===== config.mk =====
export PLATFORM = sky130hd
export DESIGN_NAME = wbaf_cordic_cell
export DESIGN_NICKNAME = d
export VERILOG_FILES = /design/src/hw/rtl/wbaf_pkg.sv /design/src/hw/rtl/wbaf_cordic_cell.sv
export SDC_FILE = /design/constraint.sdc
export NUM_CORES = 1
export LEC_CHECK = 0
export BUFFER_PORTS_ARGS = -buffer_cell sky130_fd_sc_hd__buf_4
export CORE_UTILIZATION = 56
export DETAILED_ROUTE_END_ITERATION = 10
export PLACE_DENSITY = 0.93
export SYNTH_ARGS = -nofsm -noshare
export SYNTH_HDL_FRONTEND = slang
export SYNTH_SLANG_ARGS = --single-unit

===== constraint.sdc =====
create_clock -name clk -period 3.9 [get_ports clk]
set_input_delay 0.78 -clock clk [delete_from_list [all_inputs] [get_ports clk]]
set_output_delay 0.78 -clock clk [all_outputs]
set_load 0.01 [all_outputs]

===== src/hw/rtl/wbaf_pkg.sv =====
package wbaf_pkg;

  localparam int CORDIC_STEPS = 30;
  localparam int XW = 33;   // CORDIC x/y width, Q30 with headroom
  localparam int ZW = 34;   // CORDIC residual angle width
  localparam int KW = 34;   // rotation matrix coefficient width, Q30
  localparam int DEF_ANGLE_BITS = 16;
  localparam int DEF_FORCE_BITS = 32;
  localparam logic [2:0] MASK_RESET = 3'd7;
  localparam logic signed [XW-1:0] CORDIC_X0 = 33'sh026DD3B6A;

  typedef struct packed {
    logic signed [XW-1:0] x;
    logic signed [XW-1:0] y;
    logic signed [ZW-1:0] z;
    logic                 flip;
  } cordic_t;

  // Arctangent of 2^-i in 2^-32 turn units.
  function automatic logic signed [ZW-1:0] atan_turn(input int i);
    logic [31:0] v;
    unique case (i)
      0: v = 32'h20000000;   1: v = 32'h12E4051D;   2: v = 32'h09FB385B;
      3: v = 32'h051111D4;   4: v = 32'h028B0D43;   5: v = 32'h0145D7E1;
      6: v = 32'h00A2F61E;   7: v = 32'h00517C55;   8: v = 32'h0028BE53;
      9: v = 32'h00145F2E;  10: v = 32'h000A2F98;  11: v = 32'h000517CC;
      12: v = 32'h00028BE6; 13: v = 32'h000145F3;  14: v = 32'h0000A2F9;
      15: v = 32'h0000517C; 16: v = 32'h000028BE;  17: v = 32'h0000145F;
      18: v = 32'h00000A2F; 19: v = 32'h00000517;  20: v = 32'h0000028B;
      21: v = 32'h00000145; 22: v = 32'h000000A2;  23: v = 32'h00000051;
      24: v = 32'h00000028; 25: v = 32'h00000014;  26: v = 32'h0000000A;
      27: v = 32'h00000005; 28: v = 32'h00000002;  29: v = 32'h00000001;
      default: v = 32'h0;
    endcase
    return signed'({2'b00, v});
  endfunction

endpackage


===== src/hw/rtl/wbaf_cordic_cell.sv =====
module wbaf_cordic_cell #(
  parameter int STEP = 0
) (
  input  logic             clk,
  input  logic             en,
  input  wbaf_pkg::cordic_t cell_in,
  output wbaf_pkg::cordic_t cell_out
);
  import wbaf_pkg::*;

  logic signed [XW-1:0] dx, dy;
  cordic_t cell_nxt, cell_r;

  always_comb begin
    dx = cell_in.y >>> STEP;
    dy = cell_in.x >>> STEP;
    cell_nxt.flip = cell_in.flip;
    if (!cell_in.z[ZW-1]) begin
      cell_nxt.x = cell_in.x - dx;
      cell_nxt.y = cell_in.y + dy;
      cell_nxt.z = cell_in.z - atan_turn(STEP);
    end else begin
      cell_nxt.x = cell_in.x + dx;
      cell_nxt.y = cell_in.y - dy;
      cell_nxt.z = cell_in.z + atan_turn(STEP);
    end
  end

  always_ff @(posedge clk) begin
    if (en) begin
      cell_r <= cell_nxt;
    end
  end

  assign cell_out = cell_r;

endmodule


==> metrics, run 1 <==
Top FF cell, synth edfxtp_1; EDFF count, synth 100; initial DRC count between 1000 and 1500; Core Area 15200 um2; actual slew at the worst max-slew pin 703 ps; Hold Vio Cnt, Final 0; first-pass GRT wire length 40.2 mm; H-tree depth 3; Worst setup SP type input port; Vias 8249; Worst slew margin 0.525; synthesized cell area 8720 um2; die width about 130 um; Buffers on Ports 203; total global routing overflow 0; Worst path slowest cell o41ai_1; post-route ant nets 0; Hold WS 606 ps; area delta synth->final 25.6%; max FFs per register 100; yosys warns 0; Crit. End Element flip-flop; Num CTS Buffers 9; Seq pwr share 0.376; site row count 45; fin crit share 0.924; drt first pass iters 7; die height 127 um; total power per unit cell area 349 nW/um2; Initial Util 0.573; CP max stage delay 490 ps; vias per cell 5.98; area leader, netlist edfxtp_1; Netlist cell types slightly above 80; dpl hpwl approximately 21 mm; CTS tree done; synth top area cells edfxtp_1 34%, ha_1 14%, a21oi_1 6.5%, xnor2_1 5.6%, inv_1 4.3%; Post-CTS Hold Fix Bufs 0; worst endpoint data arrival time 3700 ps; Worst-path clk slew 70 ps; RSZ-0062 raised after global routing no; Synth top area share 0.344; Post CTS Setup Buffer Count 0; Pins Over Slew Limit 0; clock root buffer clkbuf_16; combinational cell fraction of total power 0.390; routability cong. 1.01; CP Max Fanout 3; Hold WC Path Type input port to flip-flop; Pint 0.00255 W; Period minus WS final 3600 ps; final setup fails 0; Crit path required time 4000 ps; drt total wl 26.0 mm; share of cells above drive strength 1 0.256; number of global-route vias before repair 7637; # diodes 0; Crit Path Class input port to flip-flop; initial antenna violation count 0; synthesized instance count 954; Pwr Total about 0.0038 W; worst IR drop on VDD 0.223 mV; DR DRC count 0; Syn Area/Cell 9.14 um2; Nets 1393; clock sink total 100; Switching Fraction 0.334; P_leak 5.01 nW; clk buf depth 2; asr flop ratio synth 0; IO Count 204; clock share of power 0.234; outcome completed; net switching power figure ~0.0013 W; post-synthesis sequential area ratio 0.344; Post-CTS Resized 0; Tot GR Track Use 0.322; die area roughly 16000 um2; crit-path cells buf_4 -> inv_1 -> ha_1 -> fa_1 -> inv_1 -> a21oi_1 -> o2111ai_1 -> a31oi_1 -> o41ai_1 -> buf_4 -> o21ai_1 -> a21oi_1 -> o21ai_1 -> a32oi_1 -> xor2_1; post-DR wirelength/cell 18.8 um; #FFs+latches synth 100; TNS Setup 0 ps; maxcap violations 0; pin count of the biggest net entering global routing 55; Mapped Nets 1160; fmax 0.277 GHz
[per-stage QoR]
| stage | instance area, um2 | setup slack (ps) | utilization | cells |
|---|---|---|---|---|
| after floorplan | 8720 | 594 | - | 954 |
| after global placement | 10700 | 90.8 | 0.701 | 1364 |
| after detailed placement | 10700 | 75.2 | 0.701 | 1364 |
| after CTS | 10900 | 426 | 0.720 | 1380 |
| after global routing | 10900 | 130 | 0.720 | 1380 |
| final | 10900 | 296 | 0.720 | 1380 |
[layout make-up]
cell class | count | area [um2]
Clock inverter | 6 | 62.6
Sequential cell | 100 | 3000
Multi-Input combinational cell | 705 | 5040
Fill cell | 1153 | 4260
Clock buffer | 10 | 229
Tap cell | 188 | 235
Inverter | 108 | 405
Timing Repair Buffer | 263 | 1970
[kinds of logic after synthesis]
logic type,share of synthesized area
XOR/XNOR,0.0653
AO/OA/AOI/OAI,0.233
flip-flops,0.344
multiplexers,0.0151
adder cells (fa/ha/maj),0.151
AND/OR/NAND/NOR,0.113
buffers and inverters,0.0778
[layout by cell type, fill, tap and decap left out, types with 4 or more instances in the layout]
cell	Yosys	routed
nor2_1	87	87
a31oi_1	16	16
a211oi_1	7	7
mux2i_1	12	12
a21oi_1	114	114
nor2b_1	9	9
nand2b_1	9	9
and2_1	7	7
o41ai_1	6	6
nand4_1	5	5
clkbuf_16	0	9
o21bai_1	16	16
o21a_1	5	5
xor2_1	9	9
ha_1	99	99
xnor2_1	56	56
buf_4	2	263
a21o_1	22	22
nand3_1	18	18
nand2_1	41	41
edfxtp_1	100	100
nor4_1	5	5
clkinv_1	4	6
fa_1	4	4
inv_1	101	101
a21boi_0	4	4
a221oi_1	4	4
a211o_1	4	4
o21ai_0	48	48
o211ai_1	10	10
nor3_1	15	15
o31ai_1	14	14
o21ai_1	5	5
[worst max-delay path: cells and delay by family]
kind	cells	cell delay, ps
adders and majority gates	2	610
xor gates and xnor gates	1	90
buffers and inverters	4	400
AOI/OAI and AO/OA	8	1820
[cell usage after synthesis, types with 10 or more instances]
cell type / n
nor2_1: 87
nor3_1: 15
a21oi_1: 114
ha_1: 99
a31oi_1: 16
o211ai_1: 10
mux2i_1: 12
edfxtp_1: 100
o21bai_1: 16
nand3_1: 18
xnor2_1: 56
o31ai_1: 14
nand2_1: 41
inv_1: 101
clkbuf_1: 18
o21ai_0: 48
a21o_1: 22
[final timing paths]
kind,from,endpoint,slack (ps),cells after the start
max,cell_in[35],cell_out[65],300,15
min,cell_in[3],cell_out[3],610,1
[power groups by stage]
stage / logic (W) / registers, W / clock network (W)
floorplan: 0.000739 / 0.00153 / 0
global placement: 0.00143 / 0.00146 / 0
detailed placement: 0.00145 / 0.00146 / 0
CTS: 0.00146 / 0.00144 / 0.000899
global route: 0.00160 / 0.00145 / 0.000939
finish: 0.00149 / 0.00144 / 0.000896
[layer usage]
| layer | vias up | routed length (um) | global-route usage |
|---|---|---|---|
| li1 | 3860 | - | - |
| met1 | 3813 | 10900 | 0.433 |
| met2 | 521 | 12000 | 0.536 |
| met3 | 55 | 2570 | 0.0582 |
| met4 | 0 | 506 | 0.0826 |
| met5 | - | 0 | 0 |
No activity file was read; power rests on OpenSTA's default activity.
==> run 2, diff against run 1 <==
CELL_PAD_IN_SITES_DETAIL_PLACEMENT = 2   (was unset)
CELL_PAD_IN_SITES_GLOBAL_PLACEMENT = 2   (was unset)
CORE_UTILIZATION = 33   (was 56)
PLACE_DENSITY = 0.91   (was 0.93)
==> metrics, run 2 (synthesis results as in run 1) <==
outcome completed; Pint 0.00259 W (+1.8%); die width 165 um (+30%); clock share of power 0.250 (+0.016); clock root buffer clkbuf_16; Pins Over Slew Limit 0 (unchanged); worst hold path cell count 1 (unchanged); pin count of the biggest net entering global routing 56 (+1.8%); Post-CTS Hold Fix Bufs 0 (unchanged); crit-path cells buf_4 -> inv_1 -> ha_1 -> buf_4 -> nor2b_1 -> o311ai_1 -> a21oi_2 -> o211ai_1 -> and2_1 -> o41ai_1 -> buf_4 -> o211ai_1 -> or3_1 -> nand3_1 -> xnor2_1; Vias 8542 (+3.6%); fin crit share 0.972 (+0.0482); P_leak 5.15 nW (+2.7%); hold path start cell_in[25]; max FFs per register 100 (unchanged); CTS tree done; worst IR drop on VDD 0.227 mV (+1.8%); clk buf depth 2 (unchanged); share of cells above drive strength 1 0.273 (+0.0169); Crit path top cell by count buf_4; TNS Setup 0 ps (unchanged); Post CTS Setup Buffer Count 0 (unchanged); fillers 2864 (+150%); drt first pass iters 7 (unchanged); IO Count 204 (unchanged); met2 Resource Use GR 0.472 (-0.0644); # diodes 0 (unchanged); number of global-route vias before repair 9397 (+23%); final setup fails 0 (unchanged); clock sink total 100 (unchanged); Seq pwr share 0.354 (-0.022); Final Worst Setup Slack 108 ps (-188 ps); post-route ant nets 0 (unchanged); combinational cell fraction of total power 0.396 (+0.006); Hold Vio Cnt, Final 0 (unchanged); routability cong. 0.921 (-8.8%); H-tree depth 3 (unchanged); Worst-path clk slew 80 ps (about the same); die area 27100 um2 (+68%); Switching Fraction 0.364 (+0.0296); Initial Util 0.335 (-0.238); dpl ws -202 ps (-277 ps); Crit. End Element flip-flop; post-DR wirelength/cell 23.1 um (+23%); Crit Path Class input port to flip-flop; worst endpoint data arrival time 3910 ps (+210 ps); met1 global-route usage 0.317 (-0.117); vias per cell 5.50 (-7.9%); Worst path slowest cell o41ai_1; Final Cell Area 11300 um2 (+3.6%); die height 165 um (+30%); GRT busiest layer met2; Tot GR Track Use 0.266 (-0.0556); total global routing overflow 0 (unchanged); Period minus WS final 3790 ps (+188 ps); Crit path required time 4020 ps (+20 ps); Core Area 26000 um2 (+71%); Buffers on Ports 203 (unchanged); Hold Crit Endpoint cell_out[25]; actual slew at the worst max-slew pin 828 ps (+125 ps); maxcap violations 0 (unchanged); dpl hpwl 28.4 mm (+37%); initial antenna violation count 0 (unchanged); first-pass GRT wire length 54.7 mm (+36%); total power per unit cell area 359 nW/um2 (+2.8%); CP bufs+invs 4 (unchanged); CP Max Fanout 3 (unchanged); most common cell after layout, fill and taps aside buf_4; initial DRC count 483 (-57%); CP max stage delay 580 ps (+90 ps); area delta synth->final 30.1%; net switching power figure 0.00148 W (+16%); drt total wl 35.8 mm (+38%); fmax 0.264 GHz (-5.0%); Hold WC Path Type input port to flip-flop; Worst slew margin 0.448 (-0.0771); most frequent cells in the layout 287 x buf_4, 114 x a21oi_1, 101 x inv_1, 100 x edfxtp_1, 99 x ha_1; Num CTS Buffers 9 (unchanged); Final Instance Count excl. Fillers 1552 (+12%); dpl cell area 11000 um2 (+3.6%); DR DRC count 0 (unchanged); Nets 1418 (+1.8%); site row count 59 (+31%); Worst setup SP type input port; Pwr Total 0.00407 W (+6.5%); Placed Cells 1536 (+13%); met3 layer usage reported by global route 0.0424 (-0.0158); Post-CTS Resized 0 (unchanged); RSZ-0062 raised after global routing no; CP top delay family compound AO/OA/AOI/OAI gates
==> run 2: cell count changes in the layout (fill, tap and decap cells not counted) <==
| cell | change |
|---|---|
| inv_8 | +2 |
| clkinv_4 | -1 |
| clkbuf_1 | -1 |
| clkinv_1 | -1 |
| inv_6 | +1 |
| buf_4 | +24 |
| buf_12 | +1 |
==> run 2: power groups by stage <==
stage	Sequential (W)	Combinational (W)	Clock [W]
after floorplan	0.00153	0.000739	0
after global placement	0.00145	0.00150	0
after detailed placement	0.00147	0.00159	0
after CTS	0.00144	0.00161	0.00103
after global routing	0.00146	0.00173	0.00106
final	0.00144	0.00162	0.00102
==> run 2: area by class of cell <==
cell class / count / area, um2 / share of cell area
well taps: 335 / 419 / 0.0369
inverters: 108 / 405 / 0.0357
repair buffers: 288 / 2170 / 0.192
clock buffers: 9 / 225 / 0.0199
flip-flops and latches: 100 / 3000 / 0.265
multi-input cells: 705 / 5040 / 0.444
clock inverters: 7 / 81.3 / 0.00717
==> run 2: per-layer routing <==
| layer | wire length (um) | vias up |
|---|---|---|
| li1 | - | 3903 |
| met1 | 14600 | 4225 |
| met2 | 17800 | 329 |
| met3 | 2140 | 85 |
| met4 | 1310 | 0 |
| met5 | 0 | - |
==> run 2: per-stage QoR <==
stage | util | hold WS (ps)
6_report | 0.437 | 581
5_1_grt | 0.437 | 578
4_1_cts | 0.437 | 577
3_5_place_dp | 0.425 | 959
3_3_place_gp | 0.425 | 958
2_1_floorplan | - | 879
==> run 2: worst max path at each step <==
stage / startpoint / to / slack, ps / depth (start not counted)
6_report: cell_in[36] / cell_out[66] / 110 / 15
5_1_grt: cell_in[37] / cell_out[62] / 50 / 16
4_1_cts: cell_in[36] / cell_out[66] / 180 / 15
3_5_place_dp: cell_in[36] / cell_out[66] / -200 / 15
3_3_place_gp: cell_in[36] / cell_out[66] / 4 / 15
2_1_floorplan: cell_in[35] / cell_out[67] / 590 / 12
==> run 3, diff against run 2 <==
REMOVE_ABC_BUFFERS = 1   (was unset)
==> metrics, run 3 (synthesis results as in run 1) <==
outcome completed; Post-CTS Resized 0 (unchanged); clk buf depth 2 (unchanged); number of global-route vias before repair 9661 (+2.8%); H-tree depth 3 (unchanged); die area 27100 um2 (unchanged); hold path start cell_in[9]; die width 165 um (unchanged); Post CTS Setup Buffer Count 0 (unchanged); maxcap violations 0 (unchanged); initial antenna violation count 0 (unchanged); Worst path slowest cell fa_1; area delta synth->final 29.8%; most frequent cells in the layout 288 x buf_4, 114 x a21oi_1, 101 x inv_1, 100 x edfxtp_1, 99 x ha_1; Initial Util 0.335 (unchanged); Period minus WS final 3860 ps (+67.8 ps); Hold Crit Endpoint cell_out[9]; Tot GR Track Use 0.282 (+0.0157); DR DRC count 0 (unchanged); CP max stage delay 440 ps (-140 ps); CP Max Fanout 4 (+1); Crit path required time 3990 ps (-30 ps); post-DR wirelength/cell 24.6 um (+6.7%); total power per unit cell area 357 nW/um2 (-0.61%); Hold Vio Cnt, Final 0 (unchanged); IO Count 204 (unchanged); Nets 1418 (unchanged); CTS tree done; worst IR drop on VDD 0.199 mV (-13%); Buffers on Ports 203 (unchanged); actual slew at the worst max-slew pin 1050 ps (+219 ps); RSZ-0062 raised after global routing no; initial DRC count 656 (+36%); Vias 8733 (+2.2%); worst hold path cell count 1 (unchanged); # diodes 0 (unchanged); clock sink total 100 (unchanged); first-pass GRT wire length 57.3 mm (+4.7%); share of cells above drive strength 1 0.274 (+0.000822); post-route ant nets 0 (unchanged); Crit Path Class input port to flip-flop; Placed Cells 1536 (unchanged); Worst-path clk slew 80 ps (about the same); drt first pass iters 5 (-2); Final Instance Count excl. Fillers 1552 (unchanged); total global routing overflow 0 (unchanged); routability cong. 0.868 (-5.8%); Worst slew margin 0.302 (-0.146); vias per cell 5.63 (+2.2%); fin crit share 0.990 (+0.0174); die height 165 um (unchanged); Final Worst Setup Slack 40.4 ps (-67.8 ps); Worst setup SP type input port; max FFs per register 100 (unchanged); most common cell after layout, fill and taps aside buf_4; dpl hpwl 30.7 mm (+8.1%); pin count of the biggest net entering global routing 85 (+52%); Crit. End Element flip-flop; P_leak 5.14 nW (-0.12%); Hold WC Path Type input port to flip-flop; drt total wl 38.2 mm (+6.7%); crit-path cells buf_4 -> ha_1 -> fa_1 -> nor2b_1 -> o211ai_1 -> a31oi_1 -> nor2_1 -> o21ai_1 -> a211o_1 -> o211ai_2 -> o21ai_0 -> mux2_2 -> xor2_1; final setup fails 0 (unchanged); Post-CTS Hold Fix Bufs 0 (unchanged); worst endpoint data arrival time 3950 ps (+40 ps); Pins Over Slew Limit 0 (unchanged); Core Area 26000 um2 (unchanged); site row count 59 (unchanged); fmax 0.259 GHz (-1.8%); TNS Setup 0 ps (unchanged); dpl ws -148 ps (+54.2 ps); Num CTS Buffers 9 (unchanged); clock root buffer clkbuf_16
## run 3: cell types whose count changed in the layout (fill, tap and decap cells not counted), sizes merged
cell | previous run | this run
clkinvlp | 1 | 0
bufinv | 1 | 0
clkinv | 5 | 7
## run 3: through the flow
step | utilization | hold slack [ps] | total power (W) | instance area (um2)
finish | 0.436 | 595 | 0.00404 | 11300
global route | 0.436 | 582 | 0.00421 | 11300
CTS | 0.436 | 584 | 0.00404 | 11300
detailed placement | 0.424 | 960 | 0.00308 | 11000
global placement | 0.424 | 958 | 0.00296 | 11000
floorplan | - | 879 | 0.00223 | 8440
## run 3: layout make-up
class                   instances  area [um2]
repair buffers                288        2160
clock buffers                   9         225
inverters                     108         405
flip-flops and latches        100        3000
fillers                      2892       14700
multi-input cells             705        5040
well taps                     335         419
clock inverters                 7        67.6
## run 3: routing by layer
layer  share of wire  GRT usage  vias to the layer above
li1                -          -                     3898
met1            0.40      0.335                     4355
met2            0.50      0.498                      373
met3           0.062     0.0409                      107
met4           0.042      0.130                        0
met5               0          0                        -
## run 3: how the worst max path moves through the flow
stage | startpoint | endpoint | slack [ps]
after CTS | cell_in[35] | cell_out[67] | 140
after floorplan | cell_in[60] | cell_out[67] | 490
after global placement | cell_in[41] | cell_out[99] | -60
after global routing | cell_in[46] | cell_out[100] | 7
final | cell_in[35] | cell_out[67] | 40
after detailed placement | cell_in[35] | cell_out[98] | -150
## run 3: critical path: cells and delay by family
kind / cells / cell delay (ps)
AO/OA/AOI/OAI: 6 / 1450
XOR/XNOR: 1 / 170
adder cells (fa/ha/maj): 2 / 670
buffers and inverters: 1 / 120
multiplexers: 1 / 300
AND/OR/NAND/NOR: 2 / 450
## run 3: where the power goes
| part | leakage, nW | switching (W) | internal, W |
|---|---|---|---|
| sequential | 0.979 | 0.0000668 | 0.00139 |
| combinational | 4.02 | 0.000941 | 0.000692 |
| clock | 0.145 | 0.000501 | 0.000453 |
